--- src/scb_pkg.sv ---
// Package for the sample capture buffer with statistics.
// Holds the sizes, command and status codes, and the payload structs.
// Used by every module in src except scb_ram.
`timescale 1ns / 1ps

package scb_pkg;

  localparam int DEPTH       = 4096;
  localparam int SAMPLE_BITS = 16;

  localparam int AW      = $clog2(DEPTH);            // store address
  localparam int IW      = AW + 1;                   // index or count, may equal DEPTH
  localparam int RES_W   = SAMPLE_BITS + 1;
  localparam int PROD_W  = 2 * SAMPLE_BITS;
  localparam int SUM_W   = SAMPLE_BITS + IW;
  localparam int SQ_W    = 2 * SAMPLE_BITS - 1 + AW;
  localparam int V_W     = SQ_W + IW;
  localparam int ROOT_W  = (V_W + 1) / 2;
  localparam int DIV_W   = ROOT_W;

  typedef enum logic [2:0] {
    CMD_APPEND = 3'd0,
    CMD_READ   = 3'd1,
    CMD_MEAN   = 3'd2,
    CMD_RMS    = 3'd3,
    CMD_P2P    = 3'd4,
    CMD_CLEAR  = 3'd5
  } cmd_e;

  typedef enum logic [1:0] {
    ST_OK    = 2'd0,
    ST_EMPTY = 2'd1,
    ST_DROP  = 2'd2
  } status_e;

  localparam logic [1:0] CFG_CAPACITY = 2'd0;
  localparam logic [1:0] CFG_SKIP     = 2'd1;
  localparam logic [1:0] CFG_CHANNEL  = 2'd2;
  localparam logic [1:0] CFG_CIRCULAR = 2'd3;

  typedef struct packed {
    logic [2:0]                    command;
    logic signed [SAMPLE_BITS-1:0] sample_a;
    logic signed [SAMPLE_BITS-1:0] sample_b;
    logic signed [SAMPLE_BITS-1:0] sample_c;
    logic signed [SAMPLE_BITS-1:0] sample_d;
    logic [IW-1:0]                 range_first;
    logic [IW-1:0]                 range_last;
    logic [IW-1:0]                 point_count;
    logic [AW-1:0]                 point_number;
  } scb_cmd_t;

  typedef struct packed {
    logic signed [RES_W-1:0] result_value;
    logic [IW-1:0]           point_index;
    logic [IW-1:0]           valid_count;
    logic [1:0]              status;
  } scb_res_t;

endpackage

--- src/scb_div.sv ---
// Restoring divider, one quotient bit per cycle.
// Depends on scb_pkg for the dividend and divisor widths.
`timescale 1ns / 1ps

module scb_div
  import scb_pkg::*;
(
  input  logic             clk_i,
  input  logic             rst_ni,
  input  logic             go_i,
  input  logic [DIV_W-1:0] num_i,
  input  logic [IW-1:0]    den_i,
  output logic             done_o,
  output logic [DIV_W-1:0] quo_o
);

  localparam int CW = $clog2(DIV_W + 1);

  logic             run_q, done_q;
  logic [CW-1:0]    cnt_q;
  logic [DIV_W-1:0] quo_q;
  logic [IW-1:0]    rem_q, den_q;
  logic [IW:0]      trial, diff;
  logic             ge;

  assign trial = {rem_q, quo_q[DIV_W-1]};
  assign ge    = trial >= {1'b0, den_q};
  assign diff  = trial - {1'b0, den_q};

  always_ff @(posedge clk_i or negedge rst_ni) begin
    if (!rst_ni) begin
      run_q  <= 1'b0;
      done_q <= 1'b0;
      cnt_q  <= '0;
    end else begin
      done_q <= 1'b0;
      if (go_i) begin
        run_q <= 1'b1;
        cnt_q <= CW'(DIV_W);
        quo_q <= num_i;
        rem_q <= '0;
        den_q <= den_i;
      end else if (run_q) begin
        rem_q <= ge ? diff[IW-1:0] : trial[IW-1:0];
        quo_q <= {quo_q[DIV_W-2:0], ge};
        cnt_q <= cnt_q - 1'b1;
        if (cnt_q == CW'(1)) begin
          run_q  <= 1'b0;
          done_q <= 1'b1;
        end
      end
    end
  end

  assign done_o = done_q;
  assign quo_o  = quo_q;

endmodule

--- config.mk ---
export PLATFORM = sky130hd
export DESIGN_NAME = scb_div
export DESIGN_NICKNAME = d
export VERILOG_FILES = /design/src/scb_pkg.sv /design/src/scb_div.sv
export SDC_FILE = /design/constraint.sdc
export NUM_CORES = 1
export LEC_CHECK = 0
export ABC_AREA = 1
export ABC_CLOCK_PERIOD_IN_PS = 5550
export BUFFER_PORTS_ARGS = -buffer_cell sky130_fd_sc_hd__buf_2
export CORE_MARGIN = 1
export CORE_UTILIZATION = 40
export CTS_CLUSTER_SIZE = 8
export DETAILED_ROUTE_END_ITERATION = 12
export HOLD_SLACK_MARGIN = 0.02
export MAX_ROUTING_LAYER = met4
export PLACE_DENSITY_LB_ADDON = 0.08
export REMOVE_ABC_BUFFERS = 1
export SLEW_MARGIN = 20
export SYNTH_ARGS = -nofsm -noshare
export SYNTH_HDL_FRONTEND = slang
export SYNTH_SLANG_ARGS = --single-unit
export TNS_END_PERCENT = 30
--- constraint.sdc ---
create_clock -name clk_i -period 5.55 [get_ports clk_i]
set_input_delay 0.8325 -clock clk_i [delete_from_list [all_inputs] [get_ports clk_i]]
set_output_delay 0.8325 -clock clk_i [all_outputs]
set_load 0.1 [all_outputs]
# Word level (Yosys, flattened, before mapping)
# Cells that the tools add are included.
[word_totals] output_inout_bits=29 regBits=61
[classes] add_sub_neg=2 n_eq_ne=1 n_reduce_logical=3 muxes=12 n_lt_le_gt_ge=1
[op_table] operator="$mux W28" count=2
[op_table] operator="$mux W13" count=2
[op_table] operator="$ge A14 B13 Y1" count=1
[op_table] operator="$sub A13 B13 Y13" count=1
[op_table] operator="$mux W5" count=2
[op_table] operator="$mux W1" count=6
[op_table] operator="$eq A5 B1 Y1 const B" count=1
[op_table] operator="$sub A5 B1 Y5 const B" count=1
[op_table] operator="$reduce_and A2 Y1" count=2
[op_table] operator="$reduce_bool A2 Y1" count=1

# Longest topological paths before layout
[logic_depth] depth_word=4 ltp_mapped=14 depth_no_buf=13

# Worst setup path after synthesis
# Ideal clock, no wire load.
[synth_timing] kind="input -> register" start="input port go_i" end="register quo_q[0] (netlist: quo_o[0]) (enable)" arrival_ns=2.508 path_stages=4 path_buffers=2 path_slack_ns=2.629 setup_time_ns=0.413 path_cell_list="clkbuf_1 > nor2_1 > clkbuf_1 > nor2_1"
[synth_via] elab_chain_cells=2
[synth_rtl] item="from (decl)" line="scb_div.sv:10" text="input logic go_i,"
[synth_rtl] item="$reduce_bool A2 Y1 (no source line)"
[synth_rtl] item="$reduce_and A2 Y1 (no source line)"
[synth_rtl] item="to (signal assigned)" line="scb_div.sv:40" text="quo_q <= num_i;"
[synth_rtl] item="to (signal assigned)" line="scb_div.sv:45" text="quo_q <= {quo_q[DIV_W-2:0], ge};"
[synth_rtl] item="to (decl)" line="scb_div.sv:21" text="logic [DIV_W-1:0] quo_q;"
# Every way passes these cells.
# A chain may end at the register's enable or synchronous reset.

# Worst setup path in the final report
[layout_timing] start="register quo_q[27] (netlist: quo_o[27])" end="register rem_q[2], data pin"
[layout_via] elab_chain_cells=3
[layout_rtl] item="$sub A13 B13 Y13 or $ge A14 B13 Y1 (tied branches)" line="scb_div.sv:28, scb_div.sv:27"
[layout_rtl] item="$mux W13 *" line="scb_div.sv:44" text="rem_q <= ge ? diff[IW-1:0] : trial[IW-1:0];"
[layout_rtl] item="$mux W13 *" line="scb_div.sv:43" text="end else if (run_q) begin"
[layout_rtl] item="to (signal assigned)" line="scb_div.sv:44"
[layout_rtl] item="to (decl)" line="scb_div.sv:22" text="logic [IW-1:0] rem_q, den_q;"
# Every way passes the cells marked *; elsewhere a longest branch is shown, timed or not.

==> run summary <==
Core area -> 8760 µm²
Cell-by-cell trace of the critical path -> inv_1 -> ha_1 -> inv_1 -> fa_1 -> nand2_1 -> nand2_1 -> nand3_1 -> nand2_1 -> nand2_2 -> nand3_4 -> nor2_1 -> o21ai_1
Post-synthesis register bit count -> 61
Total negative slack -> 0 ns
Syn. warnings -> 0
Clock Pin Slew Worst Setup and Hold Paths -> 0.07 ns
Crit path capture type -> flip-flop
Total gr overflow -> 0
Max_cap viols -> 0
Largest net degree at the start of global routing -> 35
Placed cell count -> 602
Pre-CTS WS -> 2.97 ns
Reg-to-reg setup timing slack -> 2.98 ns
DR iter-0 viols -> 103
Reg-to-Reg Start -> quo_o[27]
Post-Synthesis Cells -> 435
N_diodes -> 0
Via Count -> 2910
Detail Placement HPWL -> 5.83 mm
# setup viols final -> 0
Final Slew Violations -> 0
Total power -> 1.44 mW
Most common cell on crit path -> nand2_1
Crit path buf inv count -> 2
Postcts setup bufs -> 0
I/O Buffers -> 72
Longest Clk Path Bufs -> 2
Final worst setup slack -> 2.98 ns
Post-CTS Hold Buffers -> 0
Period utilization -> 0.463
Worst-path fanout max -> 15
Slowest-stage cell, CP -> fa_1
Worst path required time -> 5.63 ns
Die area -> 9470 µm²
Num CTS Buffers -> 9
Type of the worst setup path -> reg -> reg
Vias per Instance -> 4.71
Crit-path max cell delay -> 0.46 ns
Area grow syn2layout -> 17.9%
Final ANT Viol Nets -> 0
Leakage -> 2.19 nW
Final WL -> 7.86 mm
CP top delay family -> simple AND/OR/NAND/NOR gates
Layout Cells excl Fill -> 618
Vias in the first global route -> 2838
Placer Congestion -> 0.855
Post-CTS sizing -> 0
Endpoints failing hold -> 0
RR Endpoint -> rem_q[2]
Commonest non-fill, non-tap cell in the layout -> nand2_1
Slew @ Worst Pin -> 0.910 ns
Initial Util -> 0.415
Syn Area/Cell -> 8.35 µm²
Die Wd -> 97.3 µm
Final min period -> 2.57 ns
Reg2reg path depth -> 12
Hold WS -> 0.468 ns
Die Ht -> 97.3 µm
Final #Nets -> 565
Io pins -> 73
CP startpoint kind -> flip-flop
Per-cell routed wire length -> 12.7 µm
First-pass GRT wire length -> 13.4 mm
Fillers -> 897
Slew HR -> 0.393
PD cells -> 336 nW/µm²
Clock Skew -> 0.00692 ns
DRC errors left -> 0
Layout cells sized above 1 -> 0.233
Syn Std Cell Area -> 3630 µm²
Most frequent cells in the layout -> nand2_1 (169), buf_2 (72), inv_1 (65)
Sequential area share after synthesis -> 0.494
H-tree lvl count -> 3
Rows -> 34
CTS tree -> built
Outcome -> completed
Arrival time worst endpoint -> 2.65 ns
Worst hold path class -> in -> async
Worst-Skew Late Latency -> 0.33 ns
Fmax -> 0.389 GHz
Unrepaired setup endpoints after global routing -> no
Clk sinks -> 61
Initial antenna violation count -> 0
Root Driver -> clkbuf_8
Crit. Startpoint -> quo_o[27]
Drt first pass iters -> 4
Count of unique library cells instantiated by Yosys -> 33
Maximum vdd drop -> 145 µV
Total GRT Usage -> 0.184
[where the power goes]
part / internal, mW / switching, mW
sequential: 0.551 / 0.0240
combinational: 0.124 / 0.310
clock: 0.263 / 0.169
[kinds of logic (layout without fill, tap and decap cells)]
| family | count (synthesis) | in the layout | synth area share |
|---|---|---|---|
| AND/OR/NAND/NOR | 253 | 253 | 0.316 |
| buffers and inverters | 84 | 159 | 0.0923 |
| flip-flops | 61 | 61 | 0.494 |
| adder cells (fa/ha/maj) | 16 | 16 | 0.0572 |
| AO/OA/AOI/OAI | 16 | 16 | 0.0279 |
| XOR/XNOR | 5 | 5 | 0.0121 |
[metrics by stage]
step	utilization	area [µm²]
global route	0.489	4290
finish	0.489	4290
floorplan	-	3560
global placement	0.464	4070
detailed placement	0.464	4070
CTS	0.489	4280
[layer usage]
| metal | global-route usage | vias up | share of wire |
|---|---|---|---|
| met1 | 0.247 | 1303 | 0.49 |
| met2 | 0.275 | 71 | 0.45 |
| met5 | - | - | 0 |
| met3 | 0.0317 | 5 | 0.047 |
| li1 | - | 1531 | - |
| met4 | 0.0814 | 0 | 0.0084 |
[worst max-delay path by stage]
| stage | end | cells past startpoint |
|---|---|---|
| after floorplan | rem_q[6] | 13 |
| after global placement | rem_q[2] | 13 |
| after detailed placement | rem_q[2] | 13 |
| after CTS | rem_q[2] | 13 |
| after global routing | rem_q[6] | 13 |
| final | rem_q[2] | 12 |
[state kept, by name (all words and copies together) (netlist names)]
register / flops
cnt_q: 5
rem_q: 13
run_q: 1
quo_o: 28
done_o: 1
den_q: 13
[layout make-up]
type	instances	area, µm²	area share
Clock buffer	11	141	0.0330
Sequential cell	61	1800	0.419
Tap cell	108	135	0.0315
Multi-Input combinational cell	290	1510	0.352
Timing Repair Buffer	73	368	0.0858
Clock inverter	5	75.1	0.0175
Inverter	70	263	0.0613
[Yosys cell counts]
| master | number | area, µm² |
|---|---|---|
| buf_4 | 1 | 7.51 |
| xnor2_1 | 4 | 35.0 |
| a21oi_1 | 4 | 20.0 |
| buf_2 | 4 | 20.0 |
| a21oi_4 | 1 | 16.3 |
| o21ai_2 | 1 | 8.76 |
| nor2_2 | 1 | 6.26 |
| buf_8 | 1 | 15.0 |
| xor2_1 | 1 | 8.76 |
| o21ai_0 | 3 | 15.0 |
| inv_1 | 65 | 244 |
| clkinv_1 | 1 | 3.75 |
| nor2_4 | 3 | 33.8 |
| fa_1 | 1 | 20.0 |
| nand2_2 | 9 | 56.3 |
| o21ai_1 | 4 | 20.0 |
| o22ai_1 | 1 | 6.26 |
| nand3_4 | 1 | 17.5 |
| a21o_1 | 2 | 15.0 |
| nor4_1 | 1 | 6.26 |
| nand3_2 | 7 | 70.1 |
| dfrtp_1 | 7 | 175 |
| nor2_1 | 14 | 52.6 |
| clkbuf_1 | 8 | 30.0 |
| nand3_1 | 27 | 135 |
| ha_1 | 15 | 188 |
| nor3_1 | 1 | 5.00 |
| nand4_1 | 18 | 113 |
| or2_2 | 1 | 6.26 |
| edfxtp_1 | 54 | 1620 |
| nand2_1 | 169 | 634 |
| inv_2 | 4 | 15.0 |
| nand4_2 | 1 | 12.5 |
Note: power is estimated with default switching activity, not from simulation.
