[config.mk]
export PLATFORM = sky130hd
export DESIGN_NAME = scb_isqrt
export DESIGN_NICKNAME = d
export VERILOG_FILES = /design/src/scb_pkg.sv /design/src/scb_isqrt.sv
export SDC_FILE = /design/constraint.sdc
export NUM_CORES = 1
export LEC_CHECK = 0
export BUFFER_PORTS_ARGS = -buffer_cell sky130_fd_sc_hd__buf_2
export CORE_ASPECT_RATIO = 1.2
export CORE_UTILIZATION = 30
export CTS_BUF_LIST = sky130_fd_sc_hd__clkbuf_8
export DETAILED_ROUTE_END_ITERATION = 7
export GPL_TIMING_DRIVEN = 0
export PLACE_DENSITY_LB_ADDON = 0.15
export SYNTH_ARGS = -nofsm -noshare
export SYNTH_HDL_FRONTEND = slang
export SYNTH_SLANG_ARGS = --single-unit
[constraint.sdc]
create_clock -name clk_i -period 7.9 [get_ports clk_i]
set_clock_uncertainty 0.2 [all_clocks]
set_input_delay 1.58 -clock clk_i [delete_from_list [all_inputs] [get_ports clk_i]]
set_output_delay 1.58 -clock clk_i [all_outputs]
set_load 0.02 [all_outputs]
[src/scb_pkg.sv]
// Package for the sample capture buffer with statistics.
// Holds the sizes, command and status codes, and the payload structs.
// Used by every module in src except scb_ram.
`timescale 1ns / 1ps

package scb_pkg;

  localparam int DEPTH       = 4096;
  localparam int SAMPLE_BITS = 16;

  localparam int AW      = $clog2(DEPTH);            // store address
  localparam int IW      = AW + 1;                   // index or count, may equal DEPTH
  localparam int RES_W   = SAMPLE_BITS + 1;
  localparam int PROD_W  = 2 * SAMPLE_BITS;
  localparam int SUM_W   = SAMPLE_BITS + IW;
  localparam int SQ_W    = 2 * SAMPLE_BITS - 1 + AW;
  localparam int V_W     = SQ_W + IW;
  localparam int ROOT_W  = (V_W + 1) / 2;
  localparam int DIV_W   = ROOT_W;

  typedef enum logic [2:0] {
    CMD_APPEND = 3'd0,
    CMD_READ   = 3'd1,
    CMD_MEAN   = 3'd2,
    CMD_RMS    = 3'd3,
    CMD_P2P    = 3'd4,
    CMD_CLEAR  = 3'd5
  } cmd_e;

  typedef enum logic [1:0] {
    ST_OK    = 2'd0,
    ST_EMPTY = 2'd1,
    ST_DROP  = 2'd2
  } status_e;

  localparam logic [1:0] CFG_CAPACITY = 2'd0;
  localparam logic [1:0] CFG_SKIP     = 2'd1;
  localparam logic [1:0] CFG_CHANNEL  = 2'd2;
  localparam logic [1:0] CFG_CIRCULAR = 2'd3;

  typedef struct packed {
    logic [2:0]                    command;
    logic signed [SAMPLE_BITS-1:0] sample_a;
    logic signed [SAMPLE_BITS-1:0] sample_b;
    logic signed [SAMPLE_BITS-1:0] sample_c;
    logic signed [SAMPLE_BITS-1:0] sample_d;
    logic [IW-1:0]                 range_first;
    logic [IW-1:0]                 range_last;
    logic [IW-1:0]                 point_count;
    logic [AW-1:0]                 point_number;
  } scb_cmd_t;

  typedef struct packed {
    logic signed [RES_W-1:0] result_value;
    logic [IW-1:0]           point_index;
    logic [IW-1:0]           valid_count;
    logic [1:0]              status;
  } scb_res_t;

endpackage

[src/scb_isqrt.sv]
// Integer square root, one result bit per cycle (floor of the root).
// Depends on scb_pkg for the operand and root widths.
`timescale 1ns / 1ps

module scb_isqrt
  import scb_pkg::*;
(
  input  logic              clk_i,
  input  logic              rst_ni,
  input  logic              go_i,
  input  logic [V_W-1:0]    val_i,
  output logic              done_o,
  output logic [ROOT_W-1:0] root_o
);

  localparam int SW2 = 2 * ROOT_W;
  localparam logic [SW2-1:0] TOP_BIT = SW2'(1) << (SW2 - 2);

  logic           run_q, done_q;
  logic [SW2-1:0] val_q, r_q, bit_q, trial;

  assign trial = r_q + bit_q;

  always_ff @(posedge clk_i or negedge rst_ni) begin
    if (!rst_ni) begin
      run_q  <= 1'b0;
      done_q <= 1'b0;
    end else begin
      done_q <= 1'b0;
      if (go_i) begin
        run_q <= 1'b1;
        val_q <= SW2'(val_i);
        r_q   <= '0;
        bit_q <= TOP_BIT;
      end else if (run_q) begin
        if (val_q >= trial) begin
          val_q <= val_q - trial;
          r_q   <= (r_q >> 1) + bit_q;
        end else begin
          r_q   <= r_q >> 1;
        end
        bit_q <= bit_q >> 2;
        if (bit_q[0]) begin
          run_q  <= 1'b0;
          done_q <= 1'b1;
        end
      end
    end
  end

  assign done_o = done_q;
  assign root_o = r_q[ROOT_W-1:0];

endmodule

# Yosys cells after proc, flatten, opt, wreduce, memory -nomap -nowiden
# Cells that the tools add are included.
[word_totals] ff_bits=170 out_inout_bits=29
[classes] add_sub_neg=3 magnitude_cmp=1 mux=12 reduce_logical=3
[op_table] operator="$mux W56" count=6
[op_table] operator="$add A55 B56 Y56" count=1
[op_table] operator="$add A56 B56 Y56" count=1
[op_table] operator="$ge A56 B56 Y1" count=1
[op_table] operator="$sub A56 B56 Y56" count=1
[op_table] operator="$mux W1" count=6
[op_table] operator="$reduce_bool A2 Y1" count=2
[op_table] operator="$reduce_and A3 Y1" count=1

# Longest topological paths before layout
# Gate-level depths: netlist of the first run.
[depth] word_depth=5 mapped_depth=27 depth_no_buf=24

# Worst setup path before layout of the first run
# Ideal clock, no wire load.
[synth_path] kind="reg2reg" from="register bit_q[0]" to="register val_q[0], enable pin" setup_ns=0.418 arrival_time_ns=6.055 required_ns=7.282 path_slack_ns=1.227 path_stages_with_launch=24 n_path_buf=1 period_less_slack_ns=6.673 path_cell_list="edfxtp_1 > ha_1 > inv_1 > fa_1 > nor2b_1 > o31ai_1 > a211oi_1 > o21a_1 > and4_1 > o31ai_2 > o41ai_2 > a31oi_1 > xor2_1 > ha_1 > and3_1 > nand2_1 > nor4_1 > a21oi_1 > nand3b_1 > o21a_1 > o31ai_4 > buf_2 > nor2_1 > o21a_1"
[synth_between] elab_chain_len=4
[synth_lines] item="start, declared" line_no="scb_isqrt.sv:20" source="logic [SW2-1:0] val_q, r_q, bit_q, trial;"
[synth_lines] item="start signal, assigned" line_no="scb_isqrt.sv:42" source="bit_q <= bit_q >> 2;"
[synth_lines] item="$add A56 B56 Y56" line_no="scb_isqrt.sv:22" source="assign trial = r_q + bit_q;"
[synth_lines] item="$ge A56 B56 Y1" line_no="scb_isqrt.sv:36" source="if (val_q >= trial) begin"
[synth_lines] item="$reduce_bool A2 Y1 (no source line)"
[synth_lines] item="$reduce_and A3 Y1 (no source line)"
[synth_lines] item="end signal, assigned" line_no="scb_isqrt.sv:32" source="val_q <= SW2'(val_i);"
[synth_lines] item="end signal, assigned" line_no="scb_isqrt.sv:37" source="val_q <= val_q - trial;"
[synth_lines] item="end, declared" line_no="scb_isqrt.sv:20"
# Every way passes these cells.
# A chain may end at the register's enable or synchronous reset.

# Final worst setup path of the first run
[layout_path] from="register bit_q[0]" to="register r_q[45], data pin"
[layout_between] elab_chain_len=4 word_cells_on_any_way=5
[layout_lines] item="$add A56 B56 Y56" line_no="scb_isqrt.sv:22"
[layout_lines] item="$ge A56 B56 Y1" line_no="scb_isqrt.sv:36"
[layout_lines] item="$mux W56 *" line_no="scb_isqrt.sv:36"
[layout_lines] item="$mux W56 *" line_no="scb_isqrt.sv:35" source="end else if (run_q) begin"
[layout_lines] item="end signal, assigned" line_no="scb_isqrt.sv:38" source="r_q <= (r_q >> 1) + bit_q;"
[layout_lines] item="end signal, assigned" line_no="scb_isqrt.sv:40" source="r_q <= r_q >> 1;"
[layout_lines] item="end, declared" line_no="scb_isqrt.sv:20"
# Every way passes the cells marked *; elsewhere a longest branch is shown, timed or not.

==> summary.md, run 1 <==
| Metric | Value |
|---|---|
| Most frequent cells in the layout | `nand2_1, a21oi_1, edfxtp_1` |
| Worst-Skew Late Latency | `between 500 and 600 ps` |
| CP Launch Type | `flop` |
| Vias in the first global route | `15800` |
| Seq cells post-synth | `170` |
| Maximum clock rate | `137 MHz` |
| Critical path cell sequence | `ha_1, inv_1, fa_1, nor2b_1, o31ai_1, a211oi_1, o21a_1, and4_1, o31ai_2, o41ai_2, a31oi_1, xor2_1, ha_1, and3_1, nand2_1, nor4_1, a21oi_1, nand3b_1, o21a_1, o31a_1, clkbuf_1, o21ai_0, a311oi_1` |
| All-Layer GR Usage | `between 20 and 25%` |
| CTS buffer count | `17` |
| Deepest clock path buffer count | `2` |
| Die width | `around 220 µm` |
| Ys flop type | `edfxtp_1` |
| Post-Synthesis Cells | `2049` |
| Largest net degree at the start of global routing | `95` |
| RSZ-0062 raised after global routing | `no` |
| Post-DP Area | `18800 µm²` |
| Post-synth EDFFs | `~170` |
| Clk pin slew, worst setup/hold paths | `120 ps` |
| Via density | `about 5.5` |
| Root Buffer | `clkbuf_8` |
| Met2 Resource Use GR | `38.0%` |
| Clock sink total | `170` |
| Syn avg cell area | `roughly 8.5 µm²` |
| Fin. max-slew vios | `0` |
| Distinct cell type count after synthesis | `slightly above 80` |
| Worst Setup End Kind | `flop` |
| Minimum clock period | `7320 ps` |
| Met1 usage | `between 20 and 25%` |
| Drt total wl | `just over 60 mm` |
| Drt pass-1 iters | `5` |
| Rel. slew slack | `23.0%` |
| PortBufs | `86` |
| Hold Path Class | `flop to flop` |
| Synth-to-Final Area Change | `10.5%` |
| Crit path largest cell delay | `690 ps` |
| Row cnt | `96` |
| Most common cell after layout, fill and taps aside | `nand2_1` |
| Syn_nets | `~2300` |
| Worst Tran Pin Value | `between 1000 and 1500 ps` |
| GR peak layer | `met2` |
| Fin. Hold Viols | `0` |
| Pre-CTS WS | `368 ps` |
| H-tree levels | `4` |
| DRC viols | `0` |
| Sequential fraction of the synthesis area | `29.3%` |
| Outcome | `complete, no violations` |
| Arr. time, crit path | `between 7000 and 8000 ps` |
| TritonCTS clock tree | `yes` |
| Asr flop ratio synth | `under 10%` |
| Post-DRT Antenna Nets | `0` |
| Die H | `approximately 270 µm` |
| Crit-path max FO | `10` |
| Initial antenna violation count | `1` |
| Initial DRC count | `1172` |
| Gr ovfl total | `0` |
| Placer Congestion | `a little under 0.9` |
| HPWL after detailed placement | `slightly below 50 mm` |
| Via count | `about 16000` |
| Synth Warn # | `0` |
| Share of layout cells above drive strength 1 | `under 10%` |
| Final Cell Area | `19200 µm²` |
| Die footprint | `between 50000 and 60000 µm²` |
| Crit share post-route | `just over 90%` |
| Setup CP Type | `flop to flop` |
| Post-Syn Area | `17400 µm²` |
| Global-route wire length before repair | `approximately 93 mm` |
| Ports | `88` |
| Met3 usage | `2.69%` |
| Core Area | `between 50000 and 60000 µm²` |
| Wire per inst | `21.1 µm` |
| Layout Nets | `about 2400` |
| Final Setup Violations | `0` |
| Slowest CP cell | `clkbuf_1` |
| Max Cap Viol | `0` |
| Starting Density | `30.4%` |
| FILL cells | `about 6100` |
| Worst Slack Setup Final | `approximately 580 ps` |
| Critical path data required time | `around 8000 ps` |
## path summary, 6_finish.rpt
path                                         startpoint  cells past startpoint                      end  slack (ps)
min in group asynchronous                        rst_ni                      2          run_q$_DFF_PN0_        1090
max in group asynchronous                        rst_ni                      2         done_o$_DFF_PN0_        6030
worst max-delay path             bit_q[0]$_SDFFCE_PP0P_                     23    r_q[45]$_SDFFCE_PP0P_         580
worst min register to register  bit_q[54]$_SDFFCE_PP1P_                      1  bit_q[54]$_SDFFCE_PP1P_         460
worst min-delay path            bit_q[54]$_SDFFCE_PP1P_                      1  bit_q[54]$_SDFFCE_PP1P_         460
worst max register to register   bit_q[0]$_SDFFCE_PP0P_                     23    r_q[45]$_SDFFCE_PP0P_         580
## cell usage after synthesis (40+ instances only)
library cell  instances  area share, %
mux2i_1              57            3.3
nor2_1              161            3.5
clkbuf_1             82            1.8
a21o_1              116            5.0
ha_1                166             12
xnor2_1              82            4.1
a21oi_1             197            5.7
xor2_1               62            3.1
nand2_1             240            5.2
inv_1                51            1.1
edfxtp_1            168             29
nand3_1              40            1.1
o21ai_0             142            4.1
## registers in the layout (all words and copies together), names as in the netlist
name    count
r_q        56
bit_q      56
done_o      1
val_q      56
run_q       1
## area by class of cell
cell class | count | area, µm² | share of cell area, %
multi-input cells | 1703 | 11600 | 60.1
flip-flops and latches | 170 | 5090 | 26.5
well taps | 735 | 920 | 4.78
plain buffers | 125 | 591 | 3.07
repair buffers | 87 | 464 | 2.41
clock buffers | 17 | 234 | 1.22
inverters | 52 | 195 | 1.01
clock inverters | 15 | 175 | 0.911
diodes | 1 | 2.50 | 0.0130
## metrics by stage
step | hold slack, ps | std cells | TNS, ps | util (%)
3_5_place_dp | 434 | 2871 | 0 | 32.8
2_1_floorplan | 295 | 2049 | 0 | -
3_3_place_gp | 441 | 2870 | -53010 | 32.8
5_1_grt | 518 | 2904 | 0 | 33.6
6_report | 463 | 2905 | 0 | 33.6
4_1_cts | 463 | 2903 | 0 | 33.5
## layer usage
metal  share of wire, %  wire (µm)  vias to the layer above
met5                  0          0                        -
li1                   -          -                     7875
met1                 43      26000                     7764
met2                 51      31400                      372
met3                3.7       2270                       75
met4                2.5       1510                        0
## critical path: cells and delay by family, from the launching register on
kind	cells	cell delay (ps)
AO/OA/AOI/OAI	11	3030
XOR/XNOR	1	220
adder cells (fa/ha/maj)	3	1030
buffers and inverters	2	750
flip-flops	1	480
AND/OR/NAND/NOR	6	1430
## repair_timing
action / in CTS / in global routing
setup buffers: 0 / 0
setup endpoints to repair: 0 / 56
gates resized for setup: 0 / 2
hold buffers: 0 / 0
## cell families after synthesis
family / after synthesis / synth area share, %
flip-flops: 170 / 29.3
AND/OR/NAND/NOR: 602 / 15.6
adder cells (fa/ha/maj): 169 / 12.3
multiplexers: 63 / 3.66
XOR/XNOR: 144 / 7.24
AO/OA/AOI/OAI: 724 / 27.4
buffers and inverters: 177 / 4.51
Power of run 1 is left out: the tool's default activity adds up to more than one toggle a clock period on the data nets, which glitch-free logic cannot reach.
==> run 2: changes to the inputs <==
- CORE_MARGIN: default -> 2
==> run 2 against run 1 <==
Against the previous run:
- sequential share of layout area about the same
- register-to-register slack about the same
- cell count about the same
- critical endpoint is now val_q[19]$_DFFE_PP_
==> summary.md, run 2 (synthesized netlist as in run 1, its figures left out) <==
| Metric | Value |
|---|---|
| Outcome | `complete, no violations` |
| Drt pass-1 iters | `5` |
| Most frequent cells in the layout | `nand2_1, a21oi_1, edfxtp_1` |
| Clk pin slew, worst setup/hold paths | `about 110 ps` |
| Die width | `224 µm` |
| CP Launch Type | `flop` |
| Worst Setup End Kind | `flop` |
| Deepest clock path buffer count | `2` |
| Register-to-Register Path Depth | `24` |
| Cts repair resizes | `0` |
| Pre-CTS WS | `667 ps` |
| PortBufs | `86` |
| Root Buffer | `clkbuf_8` |
| Synth-to-Final Area Change | `10.6%` |
| Via density | `about 5.5` |
| Row cnt | `between 90 and 100` |
| Initial antenna violation count | `1` |
| Placed cells | `about 2900` |
| Post-DP Area | `around 19000 µm²` |
| Post-route setup TNS | `0 ps` |
| Crit path largest cell delay | `between 500 and 600 ps` |
| Critical path data required time | `around 8000 ps` |
| Hold_buf cts | `0` |
| Worst Slack Setup Final | `584 ps` |
| Worst path bufs/invs | `3` |
| Crit-path max FO | `56` |
| HPWL after detailed placement | `slightly below 50 mm` |
| Layout Nets | `between 2000 and 2500` |
| Vias in the first global route | `15800` |
| Maximum clock rate | `approximately 140 MHz` |
| Crit share post-route | `around 93%` |
| Final Cell Area | `19300 µm²` |
| RSZ-0062 raised after global routing | `no` |
| Starting Density | `a little under a third` |
| Share of layout cells above drive strength 1 | `approximately 8.6%` |
| Initial DRC count | `about 1200` |
| Hold Path Class | `flop to flop` |
| Critical path cell sequence | `ha_1, inv_1, fa_1, nor2b_1, o31ai_1, a211oi_1, o21a_1, and4_1, o31ai_2, o41ai_2, a31oi_1, xor2_1, ha_1, and3_1, nand2_1, nor4_1, a21oi_1, nand3b_1, o21a_1, o31ai_4, buf_2, nor2_1, o21a_4, buf_16` |
| Crit-path leading delay family | `compound AO/OA/AOI/OAI gates` |
| Rel. slew slack | `a little over a quarter` |
| TritonCTS clock tree | `yes` |
| Clock sink total | `170` |
| Setup CP Type | `flop to flop` |
| Drt total wl | `61.0 mm` |
| WHS Path Cells | `1` |
| Most common cell after layout, fill and taps aside | `nand2_1` |
| Placer Congestion | `0.881` |
| Wire per inst | `~21 µm` |
| Global-route wire length before repair | `92.6 mm` |
| Worst-Skew Late Latency | `between 500 and 600 ps` |
| Minimum clock period | `~7300 ps` |
| Fin. Hold Viols | `0` |
| Core Area | `~57000 µm²` |
| Setup bufs post-CTS | `0` |
| Worst Tran Pin Value | `roughly 1100 ps` |
| Die H | `about 270 µm` |
| CTS buffer count | `17` |
| H-tree levels | `4` |
| Non-Filler Instances | `slightly below 3000` |
| Arr. time, crit path | `7370 ps` |
| DRC viols | `0` |
| All-Layer GR Usage | `20.3%` |
| Post-DRT Antenna Nets | `0` |
| Final Setup Violations | `0` |
| Fin. max-slew vios | `0` |
| Gr ovfl total | `0` |
| Largest regs | `bit_q: 56 flops, r_q: 56 flops, val_q: 56 flops` |
| Die footprint | `between 60000 and 70000 µm²` |
| Largest net degree at the start of global routing | `83` |
| Crit. path cell count | `24` |
| Slowest CP cell | `o31ai_1` |
| Via count | `roughly 16000` |
| Ports | `a little under 90` |
| Max Cap Viol | `0` |
## run 2: per-layer routing
layer	share of wire, %	vias up	GRT usage, %
li1	-	7876	-
met1	42	7761	24.3
met2	51	414	37.7
met3	4.2	65	2.76
met4	2.0	0	5.59
met5	0	-	0
## run 2: per-stage QoR
stage,hold WS [ps],utilization (%)
floorplan,295,-
finish,466,33.6
detailed placement,431,32.9
global route,507,33.6
global placement,451,32.8
CTS,460,33.6
## run 2: worst reg2reg max path, delay by kind of cell (launching register included)
family | cells | cell delay (ps)
AOI/OAI and AO/OA | 10 | 2750
DFF | 1 | 510
adders and majority gates | 3 | 870
xor gates and xnor gates | 1 | 170
buffers and inverters | 3 | 570
and+or+nand+nor | 7 | 1790
## run 2: final timing paths
check                                        start                      end  slack [ps]
setup reg to reg            bit_q[0]$_SDFFCE_PP0P_      val_q[19]$_DFFE_PP_         580
hold reg to reg            bit_q[54]$_SDFFCE_PP1P_  bit_q[54]$_SDFFCE_PP1P_         470
hold / removal             bit_q[54]$_SDFFCE_PP1P_  bit_q[54]$_SDFFCE_PP1P_         470
max in group asynchronous                   rst_ni         done_o$_DFF_PN0_        6030
min in group asynchronous                   rst_ni          run_q$_DFF_PN0_        1120
setup / recovery            bit_q[0]$_SDFFCE_PP0P_      val_q[19]$_DFFE_PP_         580
## run 2: cell type report
| type | count | area (µm²) |
|---|---|---|
| Clock buffer | 17 | 234 |
| Multi-Input combinational cell | 1702 | 11500 |
| Fill cell | 6138 | 38000 |
| Clock inverter | 15 | 176 |
| Buffer | 125 | 592 |
| Antenna cell | 3 | 7.51 |
| Tap cell | 735 | 920 |
| Timing Repair Buffer | 88 | 492 |
| Sequential cell | 170 | 5090 |
| Inverter | 52 | 195 |
Power of run 2 is left out for the same reason.
